**src/sv/ow_pkg.sv**
```systemverilog
// ----------------------------------------------------------------------------
// ow_pkg
// Shared types, slot timing table and result layout for the 1-Wire master.
// ----------------------------------------------------------------------------
package ow_pkg;

    localparam int unsigned CntW = 11;

    typedef enum logic [2:0] {
        PH_IDLE     = 3'd0,
        PH_RST_WAIT = 3'd1,
        PH_RST_LOW  = 3'd2,
        PH_RST_REL  = 3'd3,
        PH_RST_REC  = 3'd4,
        PH_SLOT_LOW = 3'd5,
        PH_SLOT_REL = 3'd6,
        PH_SLOT_REC = 3'd7
    } t_phase;

    typedef enum logic [1:0] {
        REQ_TICK  = 2'd0,
        REQ_RESET = 2'd1,
        REQ_BIT   = 2'd2,
        REQ_BYTE  = 2'd3
    } t_req;

    // One result word, as produced for every accepted tick
    typedef struct packed {
        logic       rejected;
        logic       presence;
        logic [7:0] read_data;
        logic       done_res;
        logic       busy_res;
        logic       drive_low;
    } t_ow_result;

    localparam int unsigned ResW = $bits(t_ow_result);

    // Phase length in quarter-microsecond ticks; bit picks read vs write slot
    function automatic logic [CntW-1:0] phase_len(input t_phase ph, input logic bit_val,
                                                  input logic od);
        logic [CntW-1:0] len;
        begin
            len = CntW'(1);
            case (ph)
                PH_RST_WAIT: len = od ? CntW'(10)  : CntW'(0);
                PH_RST_LOW:  len = od ? CntW'(280) : CntW'(1920);
                PH_RST_REL:  len = od ? CntW'(34)  : CntW'(280);
                PH_RST_REC:  len = od ? CntW'(160) : CntW'(1640);
                PH_SLOT_LOW: begin
                    if (bit_val) len = od ? CntW'(6)  : CntW'(24);
                    else         len = od ? CntW'(30) : CntW'(240);
                end
                PH_SLOT_REL: begin
                    if (bit_val) len = od ? CntW'(3)  : CntW'(36);
                    else         len = od ? CntW'(10) : CntW'(40);
                end
                PH_SLOT_REC: len = od ? CntW'(28) : CntW'(220);
                default:     len = CntW'(1);
            endcase
            return len;
        end
    endfunction

endpackage

```
**src/sv/ow_step.sv**
```systemverilog
// ----------------------------------------------------------------------------
// ow_step
// Sequencer state and the per-tick update of the reset and time-slot engine.
// ----------------------------------------------------------------------------
module ow_step
    import ow_pkg::*;
(
    input  logic       i_clk,
    input  logic       i_rst_n,
    input  logic       i_advance,
    input  logic       i_overdrive,
    input  t_req       i_req,
    input  logic [7:0] i_send_data,
    input  logic       i_line_level,
    output t_ow_result o_result
);

    t_phase          r_phase,   n_phase;
    logic [CntW-1:0] r_cnt,     n_cnt;
    logic [3:0]      r_bits,    n_bits;
    logic [7:0]      r_send,    n_send;
    logic [7:0]      r_recv,    n_recv;
    logic            r_pres,    n_pres;
    logic            r_single,  n_single;

    logic            s_bit;
    logic            s_finished;
    logic            s_bit_end;
    logic            s_rst_rec;
    t_ow_result      s_res;

    always_comb begin
        n_phase    = r_phase;
        n_cnt      = r_cnt;
        n_bits     = r_bits;
        n_send     = r_send;
        n_recv     = r_recv;
        n_pres     = r_pres;
        n_single   = r_single;
        s_res      = '0;
        s_bit      = 1'b0;
        s_finished = 1'b0;
        s_bit_end  = 1'b0;
        s_rst_rec  = 1'b0;

        // Start a command when idle, flag it otherwise
        if (r_phase != PH_IDLE) begin
            s_res.rejected = (i_req != REQ_TICK);
        end else if (i_req != REQ_TICK) begin
            n_cnt  = '0;
            n_recv = '0;
            if (i_req == REQ_RESET) begin
                n_phase  = (phase_len(PH_RST_WAIT, 1'b0, i_overdrive) == '0) ?
                           PH_RST_LOW : PH_RST_WAIT;
                n_bits   = '0;
                n_single = 1'b0;
            end else begin
                n_phase  = PH_SLOT_LOW;
                n_single = (i_req == REQ_BIT);
                n_send   = n_single ? {7'd0, i_send_data[0]} : i_send_data;
                n_bits   = n_single ? 4'd1 : 4'd8;
            end
        end

        if (n_phase != PH_IDLE) begin
            s_res.busy_res  = 1'b1;
            s_bit           = n_send[0];
            s_res.drive_low = (n_phase == PH_RST_LOW) || (n_phase == PH_SLOT_LOW);
            // Sample on the first tick of a recovery wait
            if (n_cnt == '0) begin
                if (n_phase == PH_RST_REC) begin
                    n_pres = ~i_line_level;
                end else if (n_phase == PH_SLOT_REC) begin
                    n_recv = {i_line_level, n_recv[7:1]};
                end
            end
            n_cnt = n_cnt + CntW'(1);
            if (n_cnt >= phase_len(n_phase, s_bit, i_overdrive)) begin
                n_cnt = '0;
                case (n_phase)
                    PH_RST_WAIT: n_phase = PH_RST_LOW;
                    PH_RST_LOW:  n_phase = PH_RST_REL;
                    PH_RST_REL:  n_phase = PH_RST_REC;
                    PH_RST_REC:  s_finished = 1'b1;
                    PH_SLOT_LOW: n_phase = PH_SLOT_REL;
                    PH_SLOT_REL: begin
                        if (s_bit) begin
                            n_phase = PH_SLOT_REC;
                        end else begin
                            // Write slot reads back a zero
                            n_recv    = {1'b0, n_recv[7:1]};
                            s_bit_end = 1'b1;
                        end
                    end
                    default:     s_bit_end = 1'b1;
                endcase
                if (s_bit_end) begin
                    n_send = {1'b0, n_send[7:1]};
                    if (n_bits <= 4'd1) begin
                        n_bits     = '0;
                        s_finished = 1'b1;
                    end else begin
                        n_bits  = n_bits - 4'd1;
                        n_phase = PH_SLOT_LOW;
                    end
                end
                if (s_finished) begin
                    s_rst_rec       = (n_phase == PH_RST_REC);
                    s_res.done_res  = 1'b1;
                    s_res.read_data = s_rst_rec ? 8'd0 :
                                      (n_single ? {7'd0, n_recv[7]} : n_recv);
                    n_phase         = PH_IDLE;
                end
            end
        end
        s_res.presence = n_pres;
    end

    assign o_result = s_res;

    always_ff @(posedge i_clk) begin
        if (!i_rst_n) begin
            r_phase  <= PH_IDLE;
            r_cnt    <= '0;
            r_bits   <= '0;
            r_send   <= '0;
            r_recv   <= '0;
            r_pres   <= 1'b0;
            r_single <= 1'b0;
        end else if (i_advance) begin
            r_phase  <= n_phase;
            r_cnt    <= n_cnt;
            r_bits   <= n_bits;
            r_send   <= n_send;
            r_recv   <= n_recv;
            r_pres   <= n_pres;
            r_single <= n_single;
        end
    end

    a_idle_cnt_zero: assert property (@(posedge i_clk) disable iff (!i_rst_n)
        (r_phase == PH_IDLE) |-> (r_cnt == '0))
        else $error("slot counter nonzero while idle");

    a_bits_range: assert property (@(posedge i_clk) disable iff (!i_rst_n)
        r_bits <= 4'd8)
        else $error("bit count out of range");

    a_single_one_bit: assert property (@(posedge i_clk) disable iff (!i_rst_n)
        r_single |-> (r_bits <= 4'd1))
        else $error("single-bit touch with more than one bit pending");

endmodule

```
**src/sv/onewire_bus_master.sv**
```systemverilog
// ----------------------------------------------------------------------------
// onewire_bus_master
// 1-Wire master: reset/presence and LSB-first read/write time slots.
// ----------------------------------------------------------------------------
// Usage:
//   Feed one word per quarter-microsecond tick on the s_axis channel. tuser
//   carries the command (plain tick, reset, bit touch, byte touch); tdata
//   carries the byte to send and the sampled DQ level. Each accepted word
//   yields exactly one result word on m_axis: drive_low for that tick, busy,
//   done with read_data, the latest presence flag and a reject flag for a
//   command given while a sequence runs.
//   Throughput: one word per cycle while s_axis_tready is high; the state
//   update is a single add-and-compare pass on the slot counter. A two-entry
//   output (result register plus skid register) registers each result and
//   keeps s_axis_tready high until a stall of m_axis fills the skid entry,
//   then drops it until the receiver drains it. No word is lost or repeated.
//   The APB port holds the overdrive bit at address 0; write it only while
//   no sequence runs.
//   Reset (synchronous, active low) returns the engine to idle, clears the
//   shift registers, presence flag and overdrive, and empties the output.
// ----------------------------------------------------------------------------
module onewire_bus_master
    import ow_pkg::*;
(
    input  logic            i_clk,
    input  logic            i_rst_n,

    input  logic            s_axis_tvalid,
    output logic            s_axis_tready,
    input  logic [15:0]     s_axis_tdata,   // [7:0] send_data, [8] line_level, pad
    input  logic [1:0]      s_axis_tuser,   // [1:0] req_type

    output logic            m_axis_tvalid,
    input  logic            m_axis_tready,
    output logic [15:0]     m_axis_tdata,   // [0] drive_low, [1] busy_res, [2] done_res,
                                            // [10:3] read_data, [11] presence,
                                            // [12] rejected, pad

    input  logic            psel,
    input  logic            penable,
    input  logic            pwrite,
    input  logic [2:0]      paddr,
    input  logic [31:0]     pwdata,
    output logic [31:0]     prdata,
    output logic            pready
);

    localparam logic RegOverdrive = 1'b0;   // register index, paddr[2]

    logic       r_overdrive;
    logic       r_out_valid;
    t_ow_result r_out;
    logic       r_skid_valid;
    t_ow_result r_skid;

    logic       s_accept;
    logic       s_pop;
    t_ow_result s_result;

    // Config port: zero-wait APB, overdrive in bit 0
    assign pready = 1'b1;
    assign prdata = (paddr[2] == RegOverdrive) ? {31'd0, r_overdrive} : 32'd0;

    always_ff @(posedge i_clk) begin
        if (!i_rst_n) begin
            r_overdrive <= 1'b0;
        end else if (psel && penable && pwrite && pready && (paddr[2] == RegOverdrive)) begin
            r_overdrive <= pwdata[0];
        end
    end

    // Take a tick while the skid entry is free
    assign s_axis_tready = !r_skid_valid;
    assign s_accept      = s_axis_tvalid && s_axis_tready;
    assign s_pop         = r_out_valid && m_axis_tready;

    ow_step u_step (
        .i_clk        (i_clk),
        .i_rst_n      (i_rst_n),
        .i_advance    (s_accept),
        .i_overdrive  (r_overdrive),
        .i_req        (t_req'(s_axis_tuser)),
        .i_send_data  (s_axis_tdata[7:0]),
        .i_line_level (s_axis_tdata[8]),
        .o_result     (s_result)
    );

    // Result register with a skid entry behind it; the skid drains first
    always_ff @(posedge i_clk) begin
        if (!i_rst_n) begin
            r_out_valid  <= 1'b0;
            r_skid_valid <= 1'b0;
        end else if (!r_out_valid || s_pop) begin
            if (r_skid_valid) begin
                r_out_valid  <= 1'b1;
                r_skid_valid <= s_accept;
            end else begin
                r_out_valid  <= s_accept;
            end
        end else if (s_accept) begin
            r_skid_valid <= 1'b1;
        end
    end

    always_ff @(posedge i_clk) begin
        if (!r_out_valid || s_pop) begin
            if (r_skid_valid) begin
                r_out <= r_skid;
                if (s_accept) r_skid <= s_result;
            end else if (s_accept) begin
                r_out <= s_result;
            end
        end else if (s_accept) begin
            r_skid <= s_result;
        end
    end

    assign m_axis_tvalid = r_out_valid;
    assign m_axis_tdata  = {(16 - ResW)'(0), r_out};

    a_skid_behind_out: assert property (@(posedge i_clk) disable iff (!i_rst_n)
        r_skid_valid |-> r_out_valid)
        else $error("skid entry held with empty result register");

    a_done_busy: assert property (@(posedge i_clk) disable iff (!i_rst_n)
        (r_out_valid && r_out.done_res) |-> r_out.busy_res)
        else $error("done reported outside a sequence");

    a_reject_busy: assert property (@(posedge i_clk) disable iff (!i_rst_n)
        (r_out_valid && r_out.rejected) |-> r_out.busy_res)
        else $error("reject reported while idle");

endmodule

```
**config.mk**
```make
export PLATFORM = sky130hd
export DESIGN_NAME = onewire_bus_master
export DESIGN_NICKNAME = d
export VERILOG_FILES = /design/src/sv/ow_pkg.sv /design/src/sv/ow_step.sv /design/src/sv/onewire_bus_master.sv
export SDC_FILE = /design/constraint.sdc
export NUM_CORES = 1
export LEC_CHECK = 0
export BUFFER_PORTS_ARGS = -buffer_cell sky130_fd_sc_hd__buf_2
export CORE_UTILIZATION = 56
export CTS_BUF_LIST = sky130_fd_sc_hd__clkbuf_4 sky130_fd_sc_hd__clkbuf_8
export DETAILED_ROUTE_END_ITERATION = 7
export PLACE_DENSITY = 0.89
export RECOVER_POWER = 100
export SLEW_MARGIN = 20
export SYNTH_ARGS = -nofsm -noshare
export SYNTH_HDL_FRONTEND = slang
export SYNTH_SLANG_ARGS = --single-unit
```
**constraint.sdc**
```tcl
create_clock -name i_clk -period 6.3 [get_ports i_clk]
set_input_delay 1.26 -clock i_clk [delete_from_list [all_inputs] [get_ports i_clk]]
set_output_delay 1.26 -clock i_clk [all_outputs]
set_load 0.02 [all_outputs]
```
==> results.cfg, run 1 <==
[worst_setup_path]
worstPathArrival_ns = 5.79
cp_max_fo = 16
endpoint_kind = flip-flop
cp-start-kind = input port
r2r_cells = 17
crit_required_ns = 6.47
critPathKind = input port to flip-flop

[floorplan]
die-width_um = 92.6
core_mm2 = 0.00785
initial_utilization_pct = 58.6
pin_count = 111
die_area_mm2 = 0.00858
die_h_um = 92.6
num_rows = 32

[cts]
numCtsBuffers = 9
cts_tree = yes
cts_setup_buffers = 0
h-tree-depth = 3
clock_latency_ns = 0.36
path_clk_slew_ns = 0.08
ctsHoldBuffers = 0
cts_resized = 0
cts-root-buf = clkbuf_8
cts_sinks = 65
cts.path.max_buffers = 2

[global_route]
antenna_found_initial = 0
gr-usage-all-layers_pct = 26.0
grt_pass1_vias = 3772
grt_max_degree = 32
grt_pass1_wl_um = 17800
grt_overflow = 0

[hold_path]
hold_depth = 2
hp-class = flip-flop to flip-flop

[timing]
skew_ns = 0.00934
rsz0062_at_grt = no
fin_tns_setup_ns = 0
final.min_clock_period_ns = 5.62
slew_headroom_pct = 28.3
final-setup-viol-count = 0
max_freq_mhz = 178
period_share_pct = 89.2
worst_pin_slew_ns = 1.07
maxSlewViolCount = 0
hold_violations = 0

[cells_and_area]
finalNetCount = 661
syn_to_final_growth_pct = 5.77
drive_above_1_share_pct = 10.2
instances_no_fill = 681
n_antenna_cell = 0

[routing]
wl_per_cell_um = 15.9
vias = 4221
drt_iter0_markers = 378
ant_nets = 0
dr.pass1.iters = 8
via_per_inst = 6.20
route.detailed.drc = 0
totalWireLength_um = 10800

[power]
p_per_area_mw_per_mm2 = 265
comb_power_share_pct = 31.6
pwr-share-clk_pct = 31.4
peakVddDrop_mv = 0.126
p_leak_nw = 1.92
sw_frac_of_total_pct = 36.7
p_switching_w = 0.000473
p_int_w = 0.000816
pwr-share-seq_pct = 37.0

[placed_design]
io_buffers = 35
dp_cells = 665
finalWeightedCongestion = 0.993
hpwlAfterDp_um = 7630

[synthesis]
netlist_area_mm2 = 0.00460
synth-main-ff-cell = dfxtp_1
syn_inst = 553
synth_seq_cells = 65
yosysSeqAreaShare_pct = 34.0
syn_avg_cell_area_um2 = 8.31
async_flop_share_pct = 0
yosysWarnings = 0
yosysUniqueCellTypes = 69
synth_enable_flop_cells = 26

[flow_run]
maxCapViolations = 0

[status]
outcome = finished, final reports clean
==> through the flow <==
step	util, %	instance area [um^2]	power, W	setup WS [ns]	hold WS (ns)
4_1_cts	62.5	4900	0.00129	1.07	0.455
2_1_floorplan	-	4720	0.000809	1.26	0.432
6_report	62.0	4860	0.00129	0.680	0.455
5_1_grt	62.0	4860	0.00135	0.361	0.470
3_5_place_dp	59.6	4670	0.000883	0.723	0.445
3_3_place_gp	59.6	4670	0.000866	0.985	0.438
==> power by group through the flow <==
| stage | logic [W] | registers (W) | clock network (W) |
|---|---|---|---|
| final | 0.000407 | 0.000477 | 0.000405 |
| after detailed placement | 0.000397 | 0.000486 | 0 |
| after global routing | 0.000446 | 0.000480 | 0.000426 |
| after floorplan | 0.000322 | 0.000487 | 0 |
| after CTS | 0.000401 | 0.000477 | 0.000408 |
| after global placement | 0.000382 | 0.000484 | 0 |
==> metal layers <==
metal | share of wire (%) | track usage [%] | vias to the layer above
met5 | 0 | 0 | -
met4 | 3.5 | 11.5 | 0
met3 | 8.4 | 5.75 | 47
met2 | 49 | 43.0 | 222
met1 | 40 | 32.3 | 1976
li1 | - | - | 1976
==> state kept, by name, summed over array words and instances (netlist names) <==
| name | flops |
|---|---|
| m_axis_tdata | 13 |
| r_skid | 13 |
| u_step.r_cnt | 11 |
| u_step.r_recv | 8 |
| u_step.r_send | 8 |
| u_step.r_bits | 4 |
| u_step.r_phase | 3 |
| m_axis_tvalid | 1 |
| r_overdrive | 1 |
| r_skid_valid | 1 |
| u_step.r_pres | 1 |
| u_step.r_single | 1 |
==> area by class of cell <==
type	instances	area (um^2)
timing repair buffer	43	209
fill	697	2980
tap	102	128
inverter	17	63.8
clock inverter	7	103
clock buffer	9	124
multi-input combinational	438	2680
sequential	65	1560
==> logic make-up (layout without fill, tap and decap cells) <==
family                   Yosys count  after routing  synth area share [%]
AO/OA/AOI/OAI                    151            151                  21.8
XOR/XNOR                          11             11                  2.10
adder cells (fa/ha/maj)           27             27                  7.35
buffers and inverters             83             76                  10.3
flip-flops                        65             65                  34.0
multiplexers                      13             13                  3.02
other                              2             35                 0.163
AND/OR/NAND/NOR                  201            201                  21.3
==> critical path: stages <==
cell and delay [ns]:
buf_2 0.12, inv_1 0.08, ha_1 0.36, or4_1 0.64, nand2_1 0.16, inv_1 0.11
ha_1 0.19, nand3_1 0.13, nor3_1 0.36, and3_1 0.25, xnor2_1 0.11, nor2_1 0.07
ha_1 0.31, o211ai_1 0.15, inv_1 0.08, nand2_1 0.07, o221a_2 0.39, a311oi_2 0.42
nand2_2 0.17, o41ai_1 0.33
==> Yosys cell counts, types with 3 or more instances <==
| master | number | area share, % |
|---|---|---|
| o21ai_0 | 26 | 2.8 |
| o211ai_1 | 3 | 0.49 |
| xnor2_1 | 7 | 1.3 |
| and2_1 | 6 | 0.82 |
| edfxtp_1 | 26 | 17 |
| buf_4 | 36 | 5.9 |
| buf_2 | 4 | 0.44 |
| a21boi_0 | 3 | 0.49 |
| o31ai_1 | 10 | 1.6 |
| nand2b_1 | 3 | 0.41 |
| mux2i_1 | 6 | 1.3 |
| buf_6 | 3 | 0.73 |
| a31oi_1 | 6 | 0.82 |
| nand3_1 | 14 | 1.5 |
| a32o_1 | 3 | 0.65 |
| a21oi_1 | 50 | 5.4 |
| nor2_1 | 51 | 4.2 |
| nand4_1 | 5 | 0.68 |
| nand2_1 | 72 | 5.9 |
| dfxtp_1 | 39 | 17 |
| nor4_1 | 6 | 0.82 |
| a22oi_1 | 11 | 1.8 |
| a211o_1 | 6 | 1.1 |
| and3_1 | 4 | 0.54 |
| ha_1 | 27 | 7.3 |
| mux2_2 | 6 | 1.5 |
| xor2_1 | 4 | 0.76 |
| clkbuf_1 | 21 | 1.7 |
| inv_1 | 17 | 1.4 |
| nor3_1 | 13 | 1.4 |
| nor2b_1 | 6 | 0.82 |
| nand3b_1 | 7 | 1.1 |
| o22a_1 | 4 | 0.76 |
==> cell usage in the layout, fill, tap and decap left out, types with 7 or more instances in the layout <==
cell type  netlist  final
a21oi_1         50     50
a22oi_1         11     11
buf_2            4     17
buf_4           36      7
clkbuf_1        21     19
clkbuf_8         0      9
conb_1           2     35
dfxtp_1         39     39
edfxtp_1        26     26
ha_1            27     27
inv_1           17     17
nand2_1         72     72
nand3_1         14     14
nand3b_1         7      7
nor2_1          51     51
nor3_1          13     13
o21ai_0         26     26
o31ai_1         10     10
xnor2_1          7      7
==> final timing paths <==
path	end	slack, ns	from
worst max-delay path	m_axis_tdata[4]	0.68	s_axis_tuser[0]
worst min-delay path	u_step.r_send[4]	0.46	u_step.r_send[4]
worst max register to register	m_axis_tdata[4]	1.56	u_step.r_phase[2]
worst min register to register	u_step.r_send[4]	0.46	u_step.r_send[4]
(Power assumes the default switching activity.)
==> inputs of run 2 (changes only) <==
==> constraint.sdc (replaced) <==
create_clock -name i_clk -period 6.18 [get_ports i_clk]
set_input_delay 1.236 -clock i_clk [delete_from_list [all_inputs] [get_ports i_clk]]
set_output_delay 1.236 -clock i_clk [all_outputs]
set_load 0.02 [all_outputs]
==> run 2 against run 1 <==
Net effect: hold slack better by 0.0020 ns; power up 2.1%; via count decreased by 1.8%; clock power grew 3%; non-clock buffer count fell by 1; global-route usage grew 0.29 points; setup slack gained 0.033 ns; critical path type unchanged; largest cell class unchanged; largest power group unchanged.
==> results.cfg, run 2 (synthesis gave the netlist of run 1 again) <==
[worst_setup_path]
cp_max_fo = 16
critPathKind = input port to flip-flop
cpPeakStageDelay_ns = 0.44
crit_chain = buf_2, inv_1, ha_1, or4_4, nand2_1, inv_1, ha_1, nand3_1, nor3_1, and3_1, xnor2_1, nor2_1, ha_1, o211ai_1, inv_1, nand2_1, o221ai_1, clkbuf_1, nand3_1, mux2i_1, a21oi_1
worstPathArrival_ns = 5.65
slowest_stage = o221ai_1
crit_required_ns = 6.37
endpoint_kind = flip-flop
cp-start-kind = input port

[timing]
fin_tns_setup_ns = 0
fin_ws_ns = 0.712
hold_violations = 0
rsz0062_at_grt = no
slew_headroom_pct = 27.8
max_freq_mhz = 183
final-setup-viol-count = 0
maxSlewViolCount = 0
final.min_clock_period_ns = 5.47
worst_pin_slew_ns = 1.08
skew_ns = 0.0114
period_share_pct = 88.5

[power]
comb_power_share_pct = 31.3
p_leak_nw = 1.91
power_w = 0.00132
pwr-share-seq_pct = 37.0
sw_frac_of_total_pct = 36.9
p_switching_w = 0.000486
pwr-share-clk_pct = 31.7
p_int_w = 0.000830
peakVddDrop_mv = 0.112
p_per_area_mw_per_mm2 = 271

[cts]
path_clk_slew_ns = 0.07
h-tree-depth = 3
cts.path.max_buffers = 2
cts-root-buf = clkbuf_8
cts_setup_buffers = 0
cts_sinks = 65
clock_latency_ns = 0.36
cts_resized = 0
ctsHoldBuffers = 0
numCtsBuffers = 9
cts_tree = yes

[routing]
dr.pass1.iters = 5
vias = 4143
via_per_inst = 6.09
drt_iter0_markers = 402
route.detailed.drc = 0
ant_nets = 0
totalWireLength_um = 10800
wl_per_cell_um = 15.9

[cells_and_area]
design_area_mm2 = 0.00485
drive_above_1_share_pct = 9.69
instances_no_fill = 680
mostFrequentLayoutCells = nand2_1 (74), nor2_1 (51), a21oi_1 (50)
fill_cells = 677
syn_to_final_growth_pct = 5.58
layout_commonest_cell = nand2_1
n_antenna_cell = 0
finalNetCount = 660

[global_route]
grt_overflow = 0
gr-usage-all-layers_pct = 26.3
grt_pass1_wl_um = 17900
antenna_found_initial = 0
grt_max_degree = 32
grt_pass1_vias = 3789

[floorplan]
die_h_um = 92.6
core_mm2 = 0.00785
pin_count = 111
die_area_mm2 = 0.00858
die-width_um = 92.6
initial_utilization_pct = 58.6
num_rows = 32

[placed_design]
hpwlAfterDp_um = 7610
dp_cells = 664
place_ws_ns = 0.683
finalWeightedCongestion = 1.01
io_buffers = 35
post_dp_cell_area_mm2 = 0.00467

[status]
outcome = finished, final reports clean

[hold_path]
hp-class = flip-flop to flip-flop

[flow_run]
maxCapViolations = 0
[run 2: changes by cell type in the layout (fill, tap and decap cells not counted), sizes merged]
cell  delta
buf      -1
[run 2: layout make-up]
type	count	area, um^2	share of cell area, %
multi-input combinational	438	2670	55.1
sequential	65	1560	32.2
timing repair buffer	42	201	4.15
tap	102	128	2.63
clock buffer	9	124	2.55
clock inverter	7	103	2.11
inverter	17	63.8	1.31
[run 2: worst paths after layout]
| kind | cells after the start | to | start | slack, ns |
|---|---|---|---|---|
| max | 21 | u_step.r_send[2] | s_axis_tuser[0] | 0.71 |
| min | 2 | u_step.r_send[6] | u_step.r_send[6] | 0.46 |
| max reg2reg | 18 | u_step.r_send[2] | u_step.r_phase[2] | 1.56 |
| min reg2reg | 2 | u_step.r_send[6] | u_step.r_send[6] | 0.46 |
[run 2: stage by stage]
step	hold WS [ns]	util, %
after floorplan	0.432	-
after global placement	0.438	59.5
after detailed placement	0.447	59.5
after CTS	0.457	62.4
after global routing	0.484	61.9
final	0.457	61.9
[run 2: per-layer routing]
layer | GRT usage (%) | wire (um)
met5 | 0 | 0
met4 | 13.1 | 399
met3 | 6.65 | 879
met2 | 43.4 | 5240
met1 | 31.7 | 4310
[run 2: power groups by stage]
stage / Clock [W] / Combinational (W) / Sequential, W
CTS: 0.000419 / 0.000407 / 0.000486
global placement: 0 / 0.000387 / 0.000494
global route: 0.000439 / 0.000451 / 0.000489
detailed placement: 0 / 0.000404 / 0.000495
finish: 0.000417 / 0.000412 / 0.000486
floorplan: 0 / 0.000328 / 0.000497
[run 2: critical path, delay by kind of cell]
| kind | cells | cell delay, ns |
|---|---|---|
| AO/OA/AOI/OAI | 3 | 0.67 |
| buffers and inverters | 5 | 0.75 |
| multiplexers | 1 | 0.27 |
| adder cells (fa/ha/maj) | 3 | 0.89 |
| XOR/XNOR | 1 | 0.11 |
| AND/OR/NAND/NOR | 8 | 1.72 |
==> inputs of run 3 (changes only) <==
--- a/config.mk
+++ b/config.mk
@@ -6,10 +6,11 @@
 export NUM_CORES = 1
 export LEC_CHECK = 0
 export BUFFER_PORTS_ARGS = -buffer_cell sky130_fd_sc_hd__buf_2
-export CORE_UTILIZATION = 56
-export CTS_BUF_LIST = sky130_fd_sc_hd__clkbuf_4 sky130_fd_sc_hd__clkbuf_8
+export CORE_UTILIZATION = 60
+export CTS_BUF_LIST = sky130_fd_sc_hd__clkbuf_2
+export CTS_CLUSTER_DIAMETER = 50
 export DETAILED_ROUTE_END_ITERATION = 7
-export PLACE_DENSITY = 0.89
+export PLACE_DENSITY = 0.94
 export RECOVER_POWER = 100
 export SLEW_MARGIN = 20
 export SYNTH_ARGS = -nofsm -noshare
==> constraint.sdc (replaced) <==
create_clock -name i_clk -period 6.4 [get_ports i_clk]
set_input_delay 1.28 -clock i_clk [delete_from_list [all_inputs] [get_ports i_clk]]
set_output_delay 1.28 -clock i_clk [all_outputs]
set_load 0.02 [all_outputs]
==> run 3 against run 2 <==
Net effect: clock skew up 0.0035 ns; global-route usage rose by 0.74 points; clock power is 31% lower; largest power group unchanged; critical endpoint is now m_axis_tdata[4].
==> results.cfg, run 3 (synthesis gave the netlist of run 1 again) <==
[status]
outcome = finished, final reports clean

[hold_path]
min_from = u_step.r_send[3]
hold_depth = 2
min_to = u_step.r_send[3]
hp-class = flip-flop to flip-flop

[power]
peakVddDrop_mv = 0.152
p_leak_nw = 1.89
power_w = 0.00115
p_per_area_mw_per_mm2 = 242

[global_route]
grt_pass1_vias = 3731
grt_overflow = 0
grt_pass1_wl_um = 16800
grt_max_degree = 32
antenna_found_initial = 0
gr-usage-all-layers_pct = 27.0

[cells_and_area]
final_core_util_pct = 65.1
finalNetCount = 660
layout_commonest_cell = nand2_1
drive_above_1_share_pct = 9.69
mostFrequentLayoutCells = nand2_1 (74), nor2_1 (51), a21oi_1 (50)
syn_to_final_growth_pct = 3.76
n_antenna_cell = 0

[routing]
vias = 4208
wl_per_cell_um = 15.5
route.detailed.drc = 0
dr.pass1.iters = 6
totalWireLength_um = 10500
drt_iter0_markers = 423
ant_nets = 0
via_per_inst = 6.22

[cts]
cts-root-buf = clkbuf_2
cts_tree = yes
cts_resized = 0
ctsHoldBuffers = 0
numCtsBuffers = 9
cts_setup_buffers = 0
cts_sinks = 65
path_clk_slew_ns = 0.19
h-tree-depth = 3
cts.path.max_buffers = 2
clock_latency_ns = 0.51

[worst_setup_path]
reg2reg_slack_ns = 1.57
cp-start-kind = input port
worstPathArrival_ns = 5.90
rr_startpoint = u_step.r_phase[2]
cp_max_fo = 16
r2r_cells = 17
critPathKind = input port to flip-flop
reg2reg_to = m_axis_tdata[4]
endpoint_kind = flip-flop
crit_required_ns = 6.74

[placed_design]
finalWeightedCongestion = 0.954
io_buffers = 35
hpwlAfterDp_um = 7660

[timing]
rsz0062_at_grt = no
hold_violations = 0
final.min_clock_period_ns = 5.56
maxSlewViolCount = 0
fin_tns_setup_ns = 0
skew_ns = 0.0148
final-setup-viol-count = 0
worst_pin_slew_ns = 1.09
max_freq_mhz = 180
slew_headroom_pct = 27.3
period_share_pct = 86.8

[floorplan]
core_mm2 = 0.00733
pin_count = 111
die-width_um = 89.5
num_rows = 31
initial_utilization_pct = 62.7
die_area_mm2 = 0.00802
die_h_um = 89.5

[flow_run]
maxCapViolations = 0
==> run 3: power breakdown <==
group	switching (W)	total [W]	internal, W
combinational	0.000269	0.000396	0.000127
sequential	0.0000168	0.000470	0.000453
clock	0.000158	0.000288	0.000129
==> run 3: critical path, stage by stage <==
cell and delay, ns:
buf_2 0.11, inv_1 0.09, ha_1 0.38, or4_1 0.60, nand2_1 0.18, inv_1 0.13, ha_1 0.19, nand3_1 0.13
nor3_1 0.34, and3_1 0.24, xnor2_1 0.11, nor2_1 0.09, ha_1 0.32, o211ai_1 0.14, inv_1 0.08, nand2_1 0.06
o221a_1 0.44, a311oi_2 0.41, nand2_1 0.24, o41ai_2 0.32
==> run 3: metal layers <==
layer	vias to the layer above	GRT usage, %	routed length, um
li1	1976	-	-
met1	1958	31.0	4110
met5	-	0	0
met3	52	5.17	732
met2	222	46.8	5190
met4	0	15.6	433
==> run 3: worst max path at each step <==
stage                     from               end  slack, ns
2_1_floorplan  s_axis_tuser[0]  u_step.r_send[2]       1.34
3_3_place_gp   s_axis_tuser[1]   m_axis_tdata[4]       1.00
3_5_place_dp   s_axis_tuser[1]   m_axis_tdata[4]       0.86
4_1_cts        s_axis_tuser[1]   m_axis_tdata[4]       1.38
5_1_grt        s_axis_tuser[1]   m_axis_tdata[8]       0.52
6_report       s_axis_tuser[1]   m_axis_tdata[4]       0.84
==> run 3: layout make-up <==
cell class	count	area (um^2)
multi-input cells	438	2680
fillers	610	2560
flip-flops and latches	65	1560
repair buffers	42	205
well taps	99	124
clock inverters	7	93.8
inverters	17	63.8
clock buffers	9	45.0
==> run 3: stage by stage <==
| step | instance area, um^2 | hold WS, ns | worst slack [ns] | cells |
|---|---|---|---|---|
| 2_1_floorplan | 4720 | 0.432 | 1.34 | 586 |
| 3_3_place_gp | 4660 | 0.438 | 1.00 | 661 |
| 3_5_place_dp | 4660 | 0.448 | 0.865 | 661 |
| 4_1_cts | 4800 | 0.470 | 1.38 | 677 |
| 5_1_grt | 4770 | 0.482 | 0.520 | 677 |
| 6_report | 4770 | 0.468 | 0.844 | 677 |
